==> config.mk <==
export PLATFORM = sky130hd
export DESIGN_NAME = can_message_serial_framer
export DESIGN_NICKNAME = d
export VERILOG_FILES = /design/src/hw/rtl/cmsf_pkg.sv /design/src/hw/rtl/can_message_serial_framer.sv /design/src/hw/rtl/cmsf_front.sv /design/src/hw/rtl/cmsf_queue.sv /design/src/hw/rtl/cmsf_back.sv
export SDC_FILE = /design/constraint.sdc
export NUM_CORES = 1
export LEC_CHECK = 0
export ABC_AREA = 1
export BUFFER_PORTS_ARGS = -buffer_cell sky130_fd_sc_hd__buf_2
export CAP_MARGIN = 20
export CORE_MARGIN = 3
export CORE_UTILIZATION = 49
export CTS_BUF_LIST = sky130_fd_sc_hd__clkbuf_4 sky130_fd_sc_hd__clkbuf_8
export CTS_CLUSTER_DIAMETER = 200
export DETAILED_ROUTE_END_ITERATION = 7
export GPL_ROUTABILITY_DRIVEN = 0
export GPL_TIMING_DRIVEN = 0
export HOLD_SLACK_MARGIN = 0.15
export MAX_ROUTING_LAYER = met4
export PLACE_DENSITY = 0.64
export RECOVER_POWER = 50
export REMOVE_ABC_BUFFERS = 1
export SLEW_MARGIN = 10
export SYNTH_ARGS = -nofsm -noshare
export SYNTH_HDL_FRONTEND = slang
export SYNTH_SLANG_ARGS = --single-unit
export TNS_END_PERCENT = 30
==> constraint.sdc <==
create_clock -name clk -period 10.2 [get_ports clk]
set_input_delay 2.04 -clock clk [delete_from_list [all_inputs] [get_ports clk]]
set_output_delay 2.04 -clock clk [all_outputs]
set_load 0.03 [all_outputs]
==> src/hw/rtl/cmsf_pkg.sv <==
`timescale 1ns / 1ps
// ----------------------------------------------------------------------------
// CAN message serial framer package
// Shared record type, frame layout positions and checksum constants.
// ----------------------------------------------------------------------------
package cmsf_pkg;

    localparam logic [7:0] FRAME_START = 8'h00;
    localparam logic [7:0] FRAME_SYNC  = 8'h55;
    localparam logic [7:0] RECORD_LEN  = 8'd24;
    localparam logic [8:0] SUM_MOD     = 9'd255;

    typedef logic [4:0] pos_t;

    // Byte positions inside the 30-byte frame
    localparam pos_t POS_START     = 5'd0;
    localparam pos_t POS_SYNC      = 5'd1;
    localparam pos_t POS_FNUM      = 5'd2;
    localparam pos_t POS_LEN       = 5'd3;
    localparam pos_t POS_REC_FIRST = 5'd4;
    localparam pos_t POS_REC_LAST  = 5'd27;
    localparam pos_t POS_SUM0      = 5'd28;
    localparam pos_t POS_SUM1      = 5'd29;

    // One queued frame request
    typedef struct packed {
        logic [15:0] count;
        logic [7:0]  frame_num;
        logic [7:0]  bus_number;
        logic [31:0] time_us;
        logic [28:0] can_id;
        logic        extended;
        logic [3:0]  data_length;
        logic [15:0] timeout_ms;
        logic [63:0] payload;
    } frame_req_t;

    // Queue status seen by front and back
    typedef struct packed {
        logic full;
        logic empty;
    } q_status_t;

endpackage

==> src/hw/rtl/can_message_serial_framer.sv <==
`timescale 1ns / 1ps
// ----------------------------------------------------------------------------
// CAN message serial framer
// Turns received CAN messages into checksummed serial frames.
// ----------------------------------------------------------------------------
// Each accepted message advances a 16-bit message count. When link_up is
// set, the message becomes a 30-byte frame: 0x00, 0x55, frame number, 24,
// a 24-byte little-endian record (count, bus, pad, timestamp, id, ext, len,
// timeout, data) and the two Fletcher-16 sums, low sum first; frame_end
// marks the last byte. A message taken with link_up clear produces no bytes.
// The front end takes each message and queues a frame request in a
// two-entry queue; the serializer drains one byte per cycle while
// out_stall is low. The front end keeps accepting while the queue has
// room, so a message can be taken while the previous frame is still
// going out. in_stall rises only when two frames are waiting.
// ----------------------------------------------------------------------------
module can_message_serial_framer
(
    input  logic        clk,
    input  logic        rst_n,
    input  logic        in_valid,
    output logic        in_stall,
    input  logic [7:0]  bus_number,
    input  logic [31:0] time_us,
    input  logic [28:0] can_id,
    input  logic        extended,
    input  logic [3:0]  data_length,
    input  logic [15:0] timeout_ms,
    input  logic [63:0] payload,
    input  logic        link_up,
    output logic        out_valid,
    input  logic        out_stall,
    output logic [7:0]  out_byte,
    output logic        frame_end
);

    cmsf_pkg::frame_req_t push_req;
    cmsf_pkg::frame_req_t head_req;
    cmsf_pkg::q_status_t  q_status;
    logic                 push;
    logic                 pop;

    // Front end: count messages, number frames, queue requests
    cmsf_front u_front
    (
        .clk         (clk),
        .rst_n       (rst_n),
        .in_valid    (in_valid),
        .in_stall    (in_stall),
        .bus_number  (bus_number),
        .time_us     (time_us),
        .can_id      (can_id),
        .extended    (extended),
        .data_length (data_length),
        .timeout_ms  (timeout_ms),
        .payload     (payload),
        .link_up     (link_up),
        .q_status    (q_status),
        .push        (push),
        .push_req    (push_req)
    );

    // Request queue decouples intake from serialization
    cmsf_queue u_queue
    (
        .clk      (clk),
        .rst_n    (rst_n),
        .push     (push),
        .push_req (push_req),
        .pop      (pop),
        .head_req (head_req),
        .q_status (q_status)
    );

    // Serializer: emit frame bytes and build the checksum
    cmsf_back u_back
    (
        .clk       (clk),
        .rst_n     (rst_n),
        .head_req  (head_req),
        .q_status  (q_status),
        .pop       (pop),
        .out_valid (out_valid),
        .out_stall (out_stall),
        .out_byte  (out_byte),
        .frame_end (frame_end)
    );

    // After a queued request the output is valid on the next cycle
    assert property (@(posedge clk) disable iff (!rst_n)
        push |=> out_valid)
        else $error("queued request not visible at output");

    // A frame that starts from an idle output begins with the start byte
    assert property (@(posedge clk) disable iff (!rst_n)
        $rose(out_valid) |-> (out_byte == cmsf_pkg::FRAME_START) && !frame_end)
        else $error("frame did not begin at start byte");

    // Last byte pops the queue; a pop only happens on an accepted last byte
    assert property (@(posedge clk) disable iff (!rst_n)
        pop |-> out_valid && !out_stall && frame_end)
        else $error("queue popped outside frame end");

endmodule

==> src/hw/rtl/cmsf_front.sv <==
`timescale 1ns / 1ps
// ----------------------------------------------------------------------------
// CAN message serial framer front end
// Accepts messages, advances the message count and frame number, and
// pushes a frame request when the link is up.
// ----------------------------------------------------------------------------
module cmsf_front
(
    input  logic                   clk,
    input  logic                   rst_n,
    input  logic                   in_valid,
    output logic                   in_stall,
    input  logic [7:0]             bus_number,
    input  logic [31:0]            time_us,
    input  logic [28:0]            can_id,
    input  logic                   extended,
    input  logic [3:0]             data_length,
    input  logic [15:0]            timeout_ms,
    input  logic [63:0]            payload,
    input  logic                   link_up,
    input  cmsf_pkg::q_status_t    q_status,
    output logic                   push,
    output cmsf_pkg::frame_req_t   push_req
);

    logic [15:0] count_reg;
    logic [15:0] count_next;
    logic [7:0]  fnum_reg;
    logic [7:0]  fnum_next;
    logic        accept;

    assign in_stall   = q_status.full;
    assign accept     = in_valid && !in_stall;
    assign push       = accept && link_up;
    assign count_next = count_reg + 16'd1;
    assign fnum_next  = fnum_reg + 8'd1;

    always_comb
    begin
        push_req.count       = count_next;
        push_req.frame_num   = fnum_reg;
        push_req.bus_number  = bus_number;
        push_req.time_us     = time_us;
        push_req.can_id      = can_id;
        push_req.extended    = extended;
        push_req.data_length = data_length;
        push_req.timeout_ms  = timeout_ms;
        push_req.payload     = payload;
    end

    always_ff @(posedge clk or negedge rst_n)
    begin
        if (!rst_n)
        begin
            count_reg <= '0;
            fnum_reg  <= '0;
        end
        else
        begin
            // count advances on every message, frame number only on sent ones
            if (accept)
                count_reg <= count_next;
            if (push)
                fnum_reg <= fnum_next;
        end
    end

endmodule

==> src/hw/rtl/cmsf_queue.sv <==
`timescale 1ns / 1ps
// ----------------------------------------------------------------------------
// CAN message serial framer request queue
// Two-entry queue between the front end and the serializer.
// ----------------------------------------------------------------------------
module cmsf_queue
(
    input  logic                   clk,
    input  logic                   rst_n,
    input  logic                   push,
    input  cmsf_pkg::frame_req_t   push_req,
    input  logic                   pop,
    output cmsf_pkg::frame_req_t   head_req,
    output cmsf_pkg::q_status_t    q_status
);

    cmsf_pkg::frame_req_t mem [2];
    logic       wr_ptr_reg;
    logic       rd_ptr_reg;
    logic [1:0] cnt_reg;
    logic [1:0] cnt_next;

    assign head_req       = mem[rd_ptr_reg];
    assign q_status.full  = (cnt_reg == 2'd2);
    assign q_status.empty = (cnt_reg == 2'd0);

    always_comb
    begin
        cnt_next = cnt_reg;
        if (push && !pop)
            cnt_next = cnt_reg + 2'd1;
        else if (pop && !push)
            cnt_next = cnt_reg - 2'd1;
    end

    always_ff @(posedge clk)
    begin
        if (push)
            mem[wr_ptr_reg] <= push_req;
    end

    always_ff @(posedge clk or negedge rst_n)
    begin
        if (!rst_n)
        begin
            wr_ptr_reg <= 1'b0;
            rd_ptr_reg <= 1'b0;
            cnt_reg    <= 2'd0;
        end
        else
        begin
            if (push)
                wr_ptr_reg <= ~wr_ptr_reg;
            if (pop)
                rd_ptr_reg <= ~rd_ptr_reg;
            cnt_reg <= cnt_next;
        end
    end

endmodule

==> src/hw/rtl/cmsf_back.sv <==
`timescale 1ns / 1ps
// ----------------------------------------------------------------------------
// CAN message serial framer serializer
// Sends the queued request as a 30-byte frame, one byte per accepted
// output, and folds record bytes into the Fletcher-16 sums on the way.
// ----------------------------------------------------------------------------
module cmsf_back
(
    input  logic                   clk,
    input  logic                   rst_n,
    input  cmsf_pkg::frame_req_t   head_req,
    input  cmsf_pkg::q_status_t    q_status,
    output logic                   pop,
    output logic                   out_valid,
    input  logic                   out_stall,
    output logic [7:0]             out_byte,
    output logic                   frame_end
);

    cmsf_pkg::pos_t pos_reg;
    logic [7:0]     s0_reg;
    logic [7:0]     s1_reg;
    logic [7:0]     s0_next;
    logic [7:0]     s1_next;
    logic [8:0]     s0_sum;
    logic [8:0]     s1_sum;
    logic [191:0]   rec_vec;
    logic [4:0]     rec_idx;
    logic [7:0]     rec_byte;
    logic           out_take;
    logic           in_record;

    // record, byte 0 in the low bits
    assign rec_vec = {head_req.payload,
                      head_req.timeout_ms,
                      4'b0000, head_req.data_length,
                      7'b0000000, head_req.extended,
                      3'b000, head_req.can_id,
                      head_req.time_us,
                      8'h00,
                      head_req.bus_number,
                      head_req.count};

    assign rec_idx   = pos_reg - cmsf_pkg::POS_REC_FIRST;
    assign rec_byte  = rec_vec[{rec_idx, 3'b000} +: 8];
    assign in_record = (pos_reg >= cmsf_pkg::POS_REC_FIRST)
                    && (pos_reg <= cmsf_pkg::POS_REC_LAST);

    assign out_valid = !q_status.empty;
    assign out_take  = out_valid && !out_stall;
    assign frame_end = (pos_reg == cmsf_pkg::POS_SUM1);
    assign pop       = out_take && frame_end;

    always_comb
    begin
        unique case (pos_reg)
            cmsf_pkg::POS_START: out_byte = cmsf_pkg::FRAME_START;
            cmsf_pkg::POS_SYNC:  out_byte = cmsf_pkg::FRAME_SYNC;
            cmsf_pkg::POS_FNUM:  out_byte = head_req.frame_num;
            cmsf_pkg::POS_LEN:   out_byte = cmsf_pkg::RECORD_LEN;
            cmsf_pkg::POS_SUM0:  out_byte = s0_reg;
            cmsf_pkg::POS_SUM1:  out_byte = s1_reg;
            default:             out_byte = rec_byte;
        endcase
    end

    // mod-255 update: each sum stays below 510, so one subtract suffices
    always_comb
    begin
        s0_sum  = {1'b0, s0_reg} + {1'b0, rec_byte};
        s0_next = (s0_sum >= cmsf_pkg::SUM_MOD) ? 8'(s0_sum - cmsf_pkg::SUM_MOD)
                                                : s0_sum[7:0];
        s1_sum  = {1'b0, s1_reg} + {1'b0, s0_next};
        s1_next = (s1_sum >= cmsf_pkg::SUM_MOD) ? 8'(s1_sum - cmsf_pkg::SUM_MOD)
                                                : s1_sum[7:0];
    end

    always_ff @(posedge clk or negedge rst_n)
    begin
        if (!rst_n)
        begin
            pos_reg <= cmsf_pkg::POS_START;
            s0_reg  <= '0;
            s1_reg  <= '0;
        end
        else if (out_take)
        begin
            if (frame_end)
            begin
                pos_reg <= cmsf_pkg::POS_START;
                s0_reg  <= '0;
                s1_reg  <= '0;
            end
            else
            begin
                pos_reg <= pos_reg + 5'd1;
                if (in_record)
                begin
                    s0_reg <= s0_next;
                    s1_reg <= s1_next;
                end
            end
        end
    end

endmodule

======== Yosys cells after proc, flatten, opt, wreduce, memory -nomap -nowiden ========
Memories as Yosys holds them, arrays and structs flattened.
Index checks and enable logic that the tools add are counted.
word-level totals
  bits in registers ....................... 49
  memory bits (writable) .................. 356
  input port bits ......................... 159
  output and inout bits ................... 11
  word-level logic and storage cells ...... 61
  memories kept ........................... 1
operators by class
  add/subtract/negate cells ............... 10
  magnitude comparators ................... 4
  equality and inequality tests ........... 6
  shift operators ......................... 1
  mux-type cells .......................... 12
  bitwise logic cells ..................... 2
  reduce and logical (&&, ||, !) cells .... 17
memories
  memory       words  bits a word  rd ports  clocked after memory_dff  write ports  line              source
  u_queue.mem  2      178          1         0                         1            cmsf_queue.sv:17  cmsf_pkg::frame_req_t mem [2];
operators with widths
  operator                 count
  $shiftx A192 B9 Y8       1
  $mux W8                  6
  $pmux W8 S6              1
  $add A8 B8 Y9            2
  $ge A9 B8 Y1 const B     2
  $add A16 B1 Y16 const B  1
  $sub A8 B8 Y8 const B    2
  $eq A5 B2 Y1 const B     2
  $eq A5 B5 Y1 const B     2
  $add A8 B1 Y8 const B    1
  $logic_and A1 B1 Y1      7
  $add A5 B1 Y5 const B    1
  $eq A5 B1 Y1 const B     1
  $ge A5 B3 Y1 const B     1
  $le A5 B5 Y1 const B     1
  $logic_not A1 Y1         5
  $logic_not A5 Y1         1
  $mux W5                  1
  $sub A5 B3 Y5 const B    1
  $mux W2                  2
  $reduce_bool A2 Y1       2
  $add A2 B1 Y2 const B    1
  $eq A2 B2 Y1 const B     1
  $logic_not A2 Y1         1
  4 further kinds          6

======== Longest topological paths before layout ========
Gate-level depths: netlist (run 1).
  depth after elaboration ................. 10
  depth in mapped cells ................... 42

======== Modules after synthesis ========
From an unflattened synthesis (run 1), not the netlist that was laid out.
second synthesis, totals
  cell total of the unflattened synthesis .. 1587
  area, all modules ....................... 19944.1 sq um
by module, submodules not included
  module      instances  cells each  area an instance (sq um)  seq. area each (sq um)
  cmsf_queue  1          579         13464.2                   10790.3
  cmsf_back   1          671         3963.8                    525.5
  cmsf_front  1          337         2516.2                    600.6

======== Worst setup path before layout (run 1) ========
Ideal clock, no wire load.
  kind .................................... in2reg
  start ................................... input port in_valid
  end ..................................... memory u_queue.mem[0][0] in the netlist's numbering, enable pin
  arrival time ............................ 9762 ps
  data required time ...................... 9481 ps
  path slack .............................. -281 ps
  stages on the path ...................... 4
  buffers on the path ..................... 0
  cell sequence ........................... o21ai_2 > inv_2 > nand2_2 > nor2_1
between the ends
  word-level cells in the longest chain between the ends .. 4
RTL lines
  element                        line                             source
  start: declaration             can_message_serial_framer.sv:21  input logic in_valid,
  $logic_and A1 B1 Y1            cmsf_front.sv:33                 assign accept = in_valid && !in_stall;
  $logic_and A1 B1 Y1            cmsf_front.sv:34                 assign push = accept && link_up;
  $mux W1                        cmsf_queue.sv:38                 if (push)
  $mux W1 (not written as such)  cmsf_queue.sv:39                 mem[wr_ptr_reg] <= push_req;
  end: declaration               cmsf_queue.sv:17
No other way between the ends.

======== Worst setup path after layout (run 1) ========
  start ................................... register u_back.pos_reg[2]
  end ..................................... register u_back.s1_reg[3]
between the ends
  word-level cells in the longest chain between the ends .. 10
  elaborated cells between the ends (all ways) .. 18
  those cells by class .................... add/sub (5); order compare (4); eq/ne (1); shift (1); mux (4); reduce/logical (3)
RTL lines
  element                                               line              source
  start: declaration                                    cmsf_back.sv:20   cmsf_pkg::pos_t pos_reg;
  start signal: assignment                              cmsf_back.sv:82   pos_reg <= cmsf_pkg::POS_START;
  start signal: assignment                              cmsf_back.sv:90   pos_reg <= cmsf_pkg::POS_START;
  start signal: assignment                              cmsf_back.sv:96   pos_reg <= pos_reg + 5'd1;
  $sub A5 B3 Y5                                         cmsf_back.sv:44   assign rec_idx = pos_reg - cmsf_pkg::POS_REC_FIRST;
  $shiftx A192 B9 Y8                                    cmsf_back.sv:45   assign rec_byte = rec_vec[{rec_idx, 3'b000} +: 8];
  $add A8 B8 Y9                                         cmsf_back.sv:70   s0_sum = {1'b0, s0_reg} + {1'b0, rec_byte};
  $sub A8 B8 Y8 / $ge A9 B8 Y1 (equally long branches)  cmsf_back.sv:71   s0_next = (s0_sum >= cmsf_pkg::SUM_MOD) ? 8'(s0_sum - cmsf_pkg::SUM_MOD)
  $mux W8                                               cmsf_back.sv:71
  $add A8 B8 Y9                                         cmsf_back.sv:73   s1_sum = {1'b0, s1_reg} + {1'b0, s0_next};
  $sub A8 B8 Y8 / $ge A9 B8 Y1 (equally long branches)  cmsf_back.sv:74   s1_next = (s1_sum >= cmsf_pkg::SUM_MOD) ? 8'(s1_sum - cmsf_pkg::SUM_MOD)
  $mux W8                                               cmsf_back.sv:74
  $mux W8                                               cmsf_back.sv:97   if (in_record)
  $mux W8                                               cmsf_back.sv:88   if (frame_end)
  end signal: assignment                                cmsf_back.sv:100  s1_reg <= s1_next;
  end: declaration                                      cmsf_back.sv:22   logic [7:0] s1_reg;
Parallel ways exist; a longest one is shown, timed or not. The select of a mux whose other input is x is not followed.
A chain may end at the register's enable or synchronous reset.

==> results.py, run 1 <==
metrics = {
    "sta": {
        "max_freq_mhz": 128.7,
        "fin_crit_sh_pct": 76.16,
        "rsz0062_at_grt": "false",
        "setup_viol": 0,
        "worstMarginPinSlew_ns": 1.579,
        "min_period_ns": 7.769,
        "hold_viol_final": 0,
        "report.final.slew_viol_count": 51,
        "setup-tns-final_ns": 0,
        "skew_ns": 0.02698,
        "slew_headroom_pct": -5.251,
    },
    "worst_setup_path": {
        "r2r_start": "u_back.pos_reg[2]",
        "critPathKind": "reg -> reg",
        "cp_common_cell": "nand2_1",
        "cp-end-kind": "flip-flop",
        "critPathMaxStageDelay_ns": 0.91,
        "reg2reg_slack_ns": 2.43,
        "cp.arrival_ns": 8.25,
        "cp.required_ns": 10.68,
        "r2r_cells": 33,
        "r2r_end": "u_back.s1_reg[3]",
        "cp_max_fo": 27,
        "cp_slowest_cell": "dfrtp_2",
        "startpoint": "u_back.pos_reg[2]",
        "startpoint_type": "flip-flop",
        "crit_end": "u_back.s1_reg[3]",
    },
    "grt": {
        "antenna_found_initial": 12,
        "grt_max_degree": 148,
        "grt_pass1_wl_mm": 67.08,
        "gr-total-overflow": 0,
        "grt_pass1_vias": 12300,
        "gr-usage-all-layers_pct": 23.08,
    },
    "clock_network": {
        "clock_path_buffers": 3,
        "cts_num_sinks": 405,
        "cts_tree": "built",
        "cts-resized-gates": 0,
        "clkLatencyLatePin_ns": 0.62,
        "root_buffer": "clkbuf_8",
        "cts_made_buffers": 69,
        "cts_setup_buffers": 0,
        "cts-hold-fix-buffers": 0,
        "h-tree-depth": 3,
        "path_clk_slew_ns": 0.05,
    },
    "floorplan": {
        "fp.dieArea_sq_um": 38630,
        "fp-row-count": 69,
        "die_h_microns": 196.5,
        "die_w_microns": 196.5,
        "start_util_pct": 49.90,
        "fp.coreArea_sq_um": 35660,
        "ioPinCount": 170,
    },
    "synth": {
        "synth_cell_types": 53,
        "synth_seq_cells": 405,
        "synth_warnings": 0,
        "synth-simple-area-share_pct": 14.54,
        "synth-async-reset-ratio_pct": 12.10,
        "synth_edf_count": 356,
        "synth_xor_xnor_area_share_pct": 1.857,
        "muxShareOfSynthArea_pct": 0.05626,
        "synth_adder_area_share_pct": 2.335,
        "ys_seq_area_share_pct": 66.98,
        "ys.flop_type": "edfxtp_1",
        "syn_inst": 1554,
        "synth.avg_cell_area_sq_um": 11.45,
        "syn_area_sq_um": 17790,
        "synth_top_family_by_area": "simple AND/OR/NAND/NOR gates",
        "synth_compound_area_share_pct": 10.51,
    },
    "job": {
        "cap_violations": 2,
    },
    "detailed_routing": {
        "drc": 0,
        "via_per_inst": 5.405,
        "drt_iter0_markers": 864,
        "ant_nets": 0,
        "drt-total-wl_mm": 43.12,
        "vias": 12280,
        "drt-pass1-iter-count": 5,
        "wl_per_cell_microns": 18.99,
    },
    "final_layout": {
        "nNetsFinal": 1935,
        "post-route-util_pct": 57.95,
        "drive_above_1_share_pct": 13.46,
        "layout_commonest_cell": "edfxtp_1",
        "area_growth_pct": 16.14,
        "fillers": 3022,
        "largest_reg_flops": 356,
        "final_cell_mix": "edfxtp_1, nand2_1, nor2_1",
    },
    "outcome": {
        "outcome": "finished with violations",
        "violations": "capacitance limit, slew limit",
    },
    "placement": {
        "post-dp-hpwl_mm": 27.89,
        "io_buffers": 169,
    },
    "worst_hold_path": {
        "hp-class": "reg -> reg",
    },
}
-- worst max-delay path: cells and delay by family, from the launching register on --
kind	cells	cell delay, ns
compound gates	1	0.19
fa+ha+maj	5	1.81
flops	1	0.91
simple gates	21	3.35
buf+inv	6	1.33
-- how the worst min path moves through the flow --
stage                                   start             endpoint  cells past startpoint
final                     u_front.fnum_reg[6]  u_queue.mem[1][160]                      0
after global routing      u_front.fnum_reg[6]  u_queue.mem[1][160]                      0
after CTS                 u_front.fnum_reg[6]  u_queue.mem[1][160]                      0
after detailed placement  u_front.fnum_reg[6]  u_queue.mem[0][160]                      0
after global placement    u_front.fnum_reg[6]  u_queue.mem[0][160]                      0
after floorplan           u_front.fnum_reg[6]  u_queue.mem[0][160]                      0
-- metrics by stage --
| stage | hold slack (ns) | area [sq um] | instances | setup WS (ns) |
|---|---|---|---|---|
| after floorplan | 0.4421 | 17440 | 1482 | -0.4574 |
| after global placement | 0.4507 | 18860 | 2112 | -5.477 |
| after detailed placement | 0.4632 | 19400 | 2134 | 2.425 |
| after CTS | 0.4775 | 20790 | 2259 | 2.401 |
| after global routing | 0.5056 | 20660 | 2271 | 1.833 |
| final | 0.4725 | 20660 | 2271 | 2.431 |
-- kinds of logic after synthesis --
group / count (synthesis)
AND/OR/NAND/NOR: 604
multiplexers: 1
buffers and inverters: 153
AO/OA/AOI/OAI: 323
flip-flops: 405
adder cells (fa/ha/maj): 32
XOR/XNOR: 36
-- area by class of cell --
type                    count  area [sq um]  area share (%)
repair buffers            191          1204           5.825
multi-input cells         996          5215           25.24
flip-flops and latches    405         11930           57.72
inverters                  81         314.1           1.520
clock buffers              95          1157           5.601
diodes                     12         30.03          0.1453
clock inverters            30         239.0           1.157
well taps                 461         576.8           2.792
-- layer usage --
metal	vias up	global-route usage, %	wire [microns]
met3	71	5.504	2765
met5	-	-	0
li1	5932	-	-
met4	0	7.975	1027
met2	322	36.80	20960
met1	5950	29.31	18370
-- cells in the mapped netlist (7+ instances only) --
master    instances  share of area, %
edfxtp_1        356                60
nand2_1         294               6.2
nor2_1          185               3.9
o21ai_0         173               4.9
inv_1            75               1.6
nand3_1          66               1.9
dfrtp_1          49               6.9
o22ai_1          47               1.7
buf_2            40               1.1
a21oi_1          36               1.0
ha_1             30               2.1
xor2_1           26               1.3
clkbuf_1         24              0.51
nand4_1          19              0.67
o211ai_1         18              0.76
o221ai_1         11              0.54
nand2_2           9              0.32
o21a_1            8              0.34
xnor2_1           8              0.39
o21ai_1           7              0.20
Power of run 1 is left out: the tool's default activity adds up to more than one toggle a clock period on the data nets, which glitch-free logic cannot reach.
==> run 2, diff against run 1 <==
--- a/config.mk
+++ b/config.mk
@@ -17,7 +17,7 @@
 export GPL_TIMING_DRIVEN = 0
 export HOLD_SLACK_MARGIN = 0.15
 export MAX_ROUTING_LAYER = met4
-export PLACE_DENSITY = 0.64
+export PLACE_DENSITY = 0.67
 export RECOVER_POWER = 50
 export REMOVE_ABC_BUFFERS = 1
 export SLEW_MARGIN = 10
==> constraint.sdc (replaced) <==
create_clock -name clk -period 6.24 [get_ports clk]
set_input_delay 1.248 -clock clk [delete_from_list [all_inputs] [get_ports clk]]
set_output_delay 1.248 -clock clk [all_outputs]
set_load 0.03 [all_outputs]
==> run 2 against run 1 <==
  * The flow still finishes with violations (capacitance limit, slew limit)
  * Die area is the same
  * Non-clock buffer count grew 32
  * Global-route usage increased by 1.4 points
  * Critical endpoint is now u_back.s1_reg[0]
  * Sequential cell count did not move
  * Utilization is 1.1 points higher
  * First-iteration DRC count up 15%
  * Hold slack improved by 0.0064 ns
  * Setup slack worse by 2.1 ns
==> results.py, run 2 (synthesis results as in run 1) <==
metrics = {
    "outcome": {
        "outcome": "finished with violations",
        "violations": "capacitance limit, slew limit",
    },
    "final_layout": {
        "post-route-util_pct": 59.09,
        "fillers": 2964,
        "multi_input_area_sq_um": 5308,
        "largest_reg_flops": 356,
        "drive_above_1_share_pct": 16.37,
        "register_area_sq_um": 11930,
        "layout_commonest_cell": "edfxtp_1",
        "final_cell_mix": "edfxtp_1, nand2_1, nor2_1",
        "design_area_sq_um": 21070,
        "nNetsFinal": 1968,
        "area_growth_pct": 18.42,
    },
    "detailed_routing": {
        "drt-total-wl_mm": 47.68,
        "wl_met1_mm": 19.99,
        "drt-pass1-iter-count": 5,
        "drt_iter0_markers": 990,
        "vias": 12810,
        "ant_nets": 0,
        "wl_met2_mm": 23.08,
        "drc": 0,
        "top_layer": "met4",
        "wl_per_cell_microns": 20.74,
        "wl_met3_mm": 3.445,
        "via_per_inst": 5.570,
    },
    "worst_setup_path": {
        "cp.arrival_ns": 6.36,
        "cp_max_fo": 24,
        "cp-end-kind": "flip-flop",
        "cp.required_ns": 6.73,
        "startpoint_type": "flip-flop",
        "critPathMaxStageDelay_ns": 0.50,
        "critPathKind": "reg -> reg",
        "cp_slowest_cell": "dfrtp_4",
    },
    "clock_network": {
        "clock_path_buffers": 3,
        "root_buffer": "clkbuf_8",
        "h-tree-depth": 3,
        "cts_made_buffers": 67,
        "path_clk_slew_ns": 0.06,
        "cts_num_sinks": 405,
        "cts_tree": "built",
        "clkLatencyLatePin_ns": 0.62,
    },
    "floorplan": {
        "fp-row-count": 69,
        "die_h_microns": 196.5,
        "fp.dieArea_sq_um": 38630,
        "fp.coreArea_sq_um": 35660,
        "ioPinCount": 170,
        "die_w_microns": 196.5,
        "start_util_pct": 49.90,
    },
    "placement": {
        "io_buffers": 169,
        "dpl_cell_area_sq_um": 19350,
        "post-dp-hpwl_mm": 27.91,
    },
    "sta": {
        "hold_ws_ns": 0.4790,
        "slew_headroom_pct": -8.603,
        "report.final.slew_viol_count": 26,
        "hold_viol_final": 0,
        "min_period_ns": 5.868,
        "skew_ns": 0.02043,
        "setup_viol": 0,
        "fin_crit_sh_pct": 94.04,
        "max_freq_mhz": 170.4,
        "worstMarginPinSlew_ns": 1.629,
    },
    "grt": {
        "grt_max_degree": 84,
        "grt_pass1_vias": 12560,
        "gr-usage-all-layers_pct": 24.52,
        "grt_pass1_wl_mm": 70.59,
        "gr-total-overflow": 0,
        "antenna_found_initial": 11,
    },
    "job": {
        "cap_violations": 1,
    },
    "worst_hold_path": {
        "hp-class": "reg -> reg",
    },
}
[run 2: cell types whose count changed in the layout (fill, tap and decap cells not counted), sizes merged]
| cell | before | now |
|---|---|---|
| buf | 92 | 130 |
| clkbuf | 194 | 183 |
| bufinv | 3 | 0 |
| inv | 82 | 84 |
| clkinvlp | 2 | 3 |
| diode | 12 | 11 |
| nand3 | 71 | 72 |
| nor2 | 191 | 192 |
[run 2: worst paths after layout]
kind                                     start                   to  slack (ns)  cells past startpoint
setup / recovery             u_back.pos_reg[1]     u_back.s1_reg[0]        0.37                     35
hold reg to reg            u_front.fnum_reg[6]  u_queue.mem[1][160]        0.48                      0
setup reg to reg             u_back.pos_reg[1]     u_back.s1_reg[0]        0.37                     35
max in group asynchronous                rst_n   u_queue.rd_ptr_reg        2.96                      2
hold / removal             u_front.fnum_reg[6]  u_queue.mem[1][160]        0.48                      0
min in group asynchronous                rst_n     u_back.s1_reg[4]        1.05                      1
[run 2: layout make-up]
class,count,area share [%]
multi-input cells,998,25.19
repair inverters,1,0.05345
repair buffers,223,7.548
clock buffers,90,5.286
inverters,81,1.633
diodes,11,0.1307
clock inverters,29,0.7839
flip-flops and latches,405,56.63
well taps,461,2.738
[run 2: per-layer routing]
layer,global-route usage (%),vias to the layer above
met2,39.29,448
met1,31.50,6274
met4,7.843,0
li1,-,5992
met3,5.470,92
met5,-,-
[run 2: per-stage QoR]
step / std cells / setup TNS (ns) / setup WS (ns)
floorplan: 1482 / -1311.10 / -3.625
global route: 2299 / -0.04801 / -0.03784
finish: 2299 / 0 / 0.3722
detailed placement: 2133 / -10.55 / -1.400
global placement: 2112 / -3102.73 / -8.428
CTS: 2267 / 0 / 0.06700
[run 2: timing repair]
item	CTS	global route
gates resized for setup	11	26
setup buffers	13	14
hold buffers	0	0
pin swaps	0	5
cloned	2	7
endpoints found under the setup margin	9	8
[run 2: critical path: cells and delay by family (launching register included)]
| kind | cells | cell delay, ns |
|---|---|---|
| AND/OR/NAND/NOR | 19 | 2.24 |
| adder cells (fa/ha/maj) | 6 | 1.68 |
| buffers and inverters | 7 | 0.75 |
| AO/OA/AOI/OAI | 3 | 0.51 |
| flip-flops | 1 | 0.50 |
Power of run 2 is left out for the same reason.
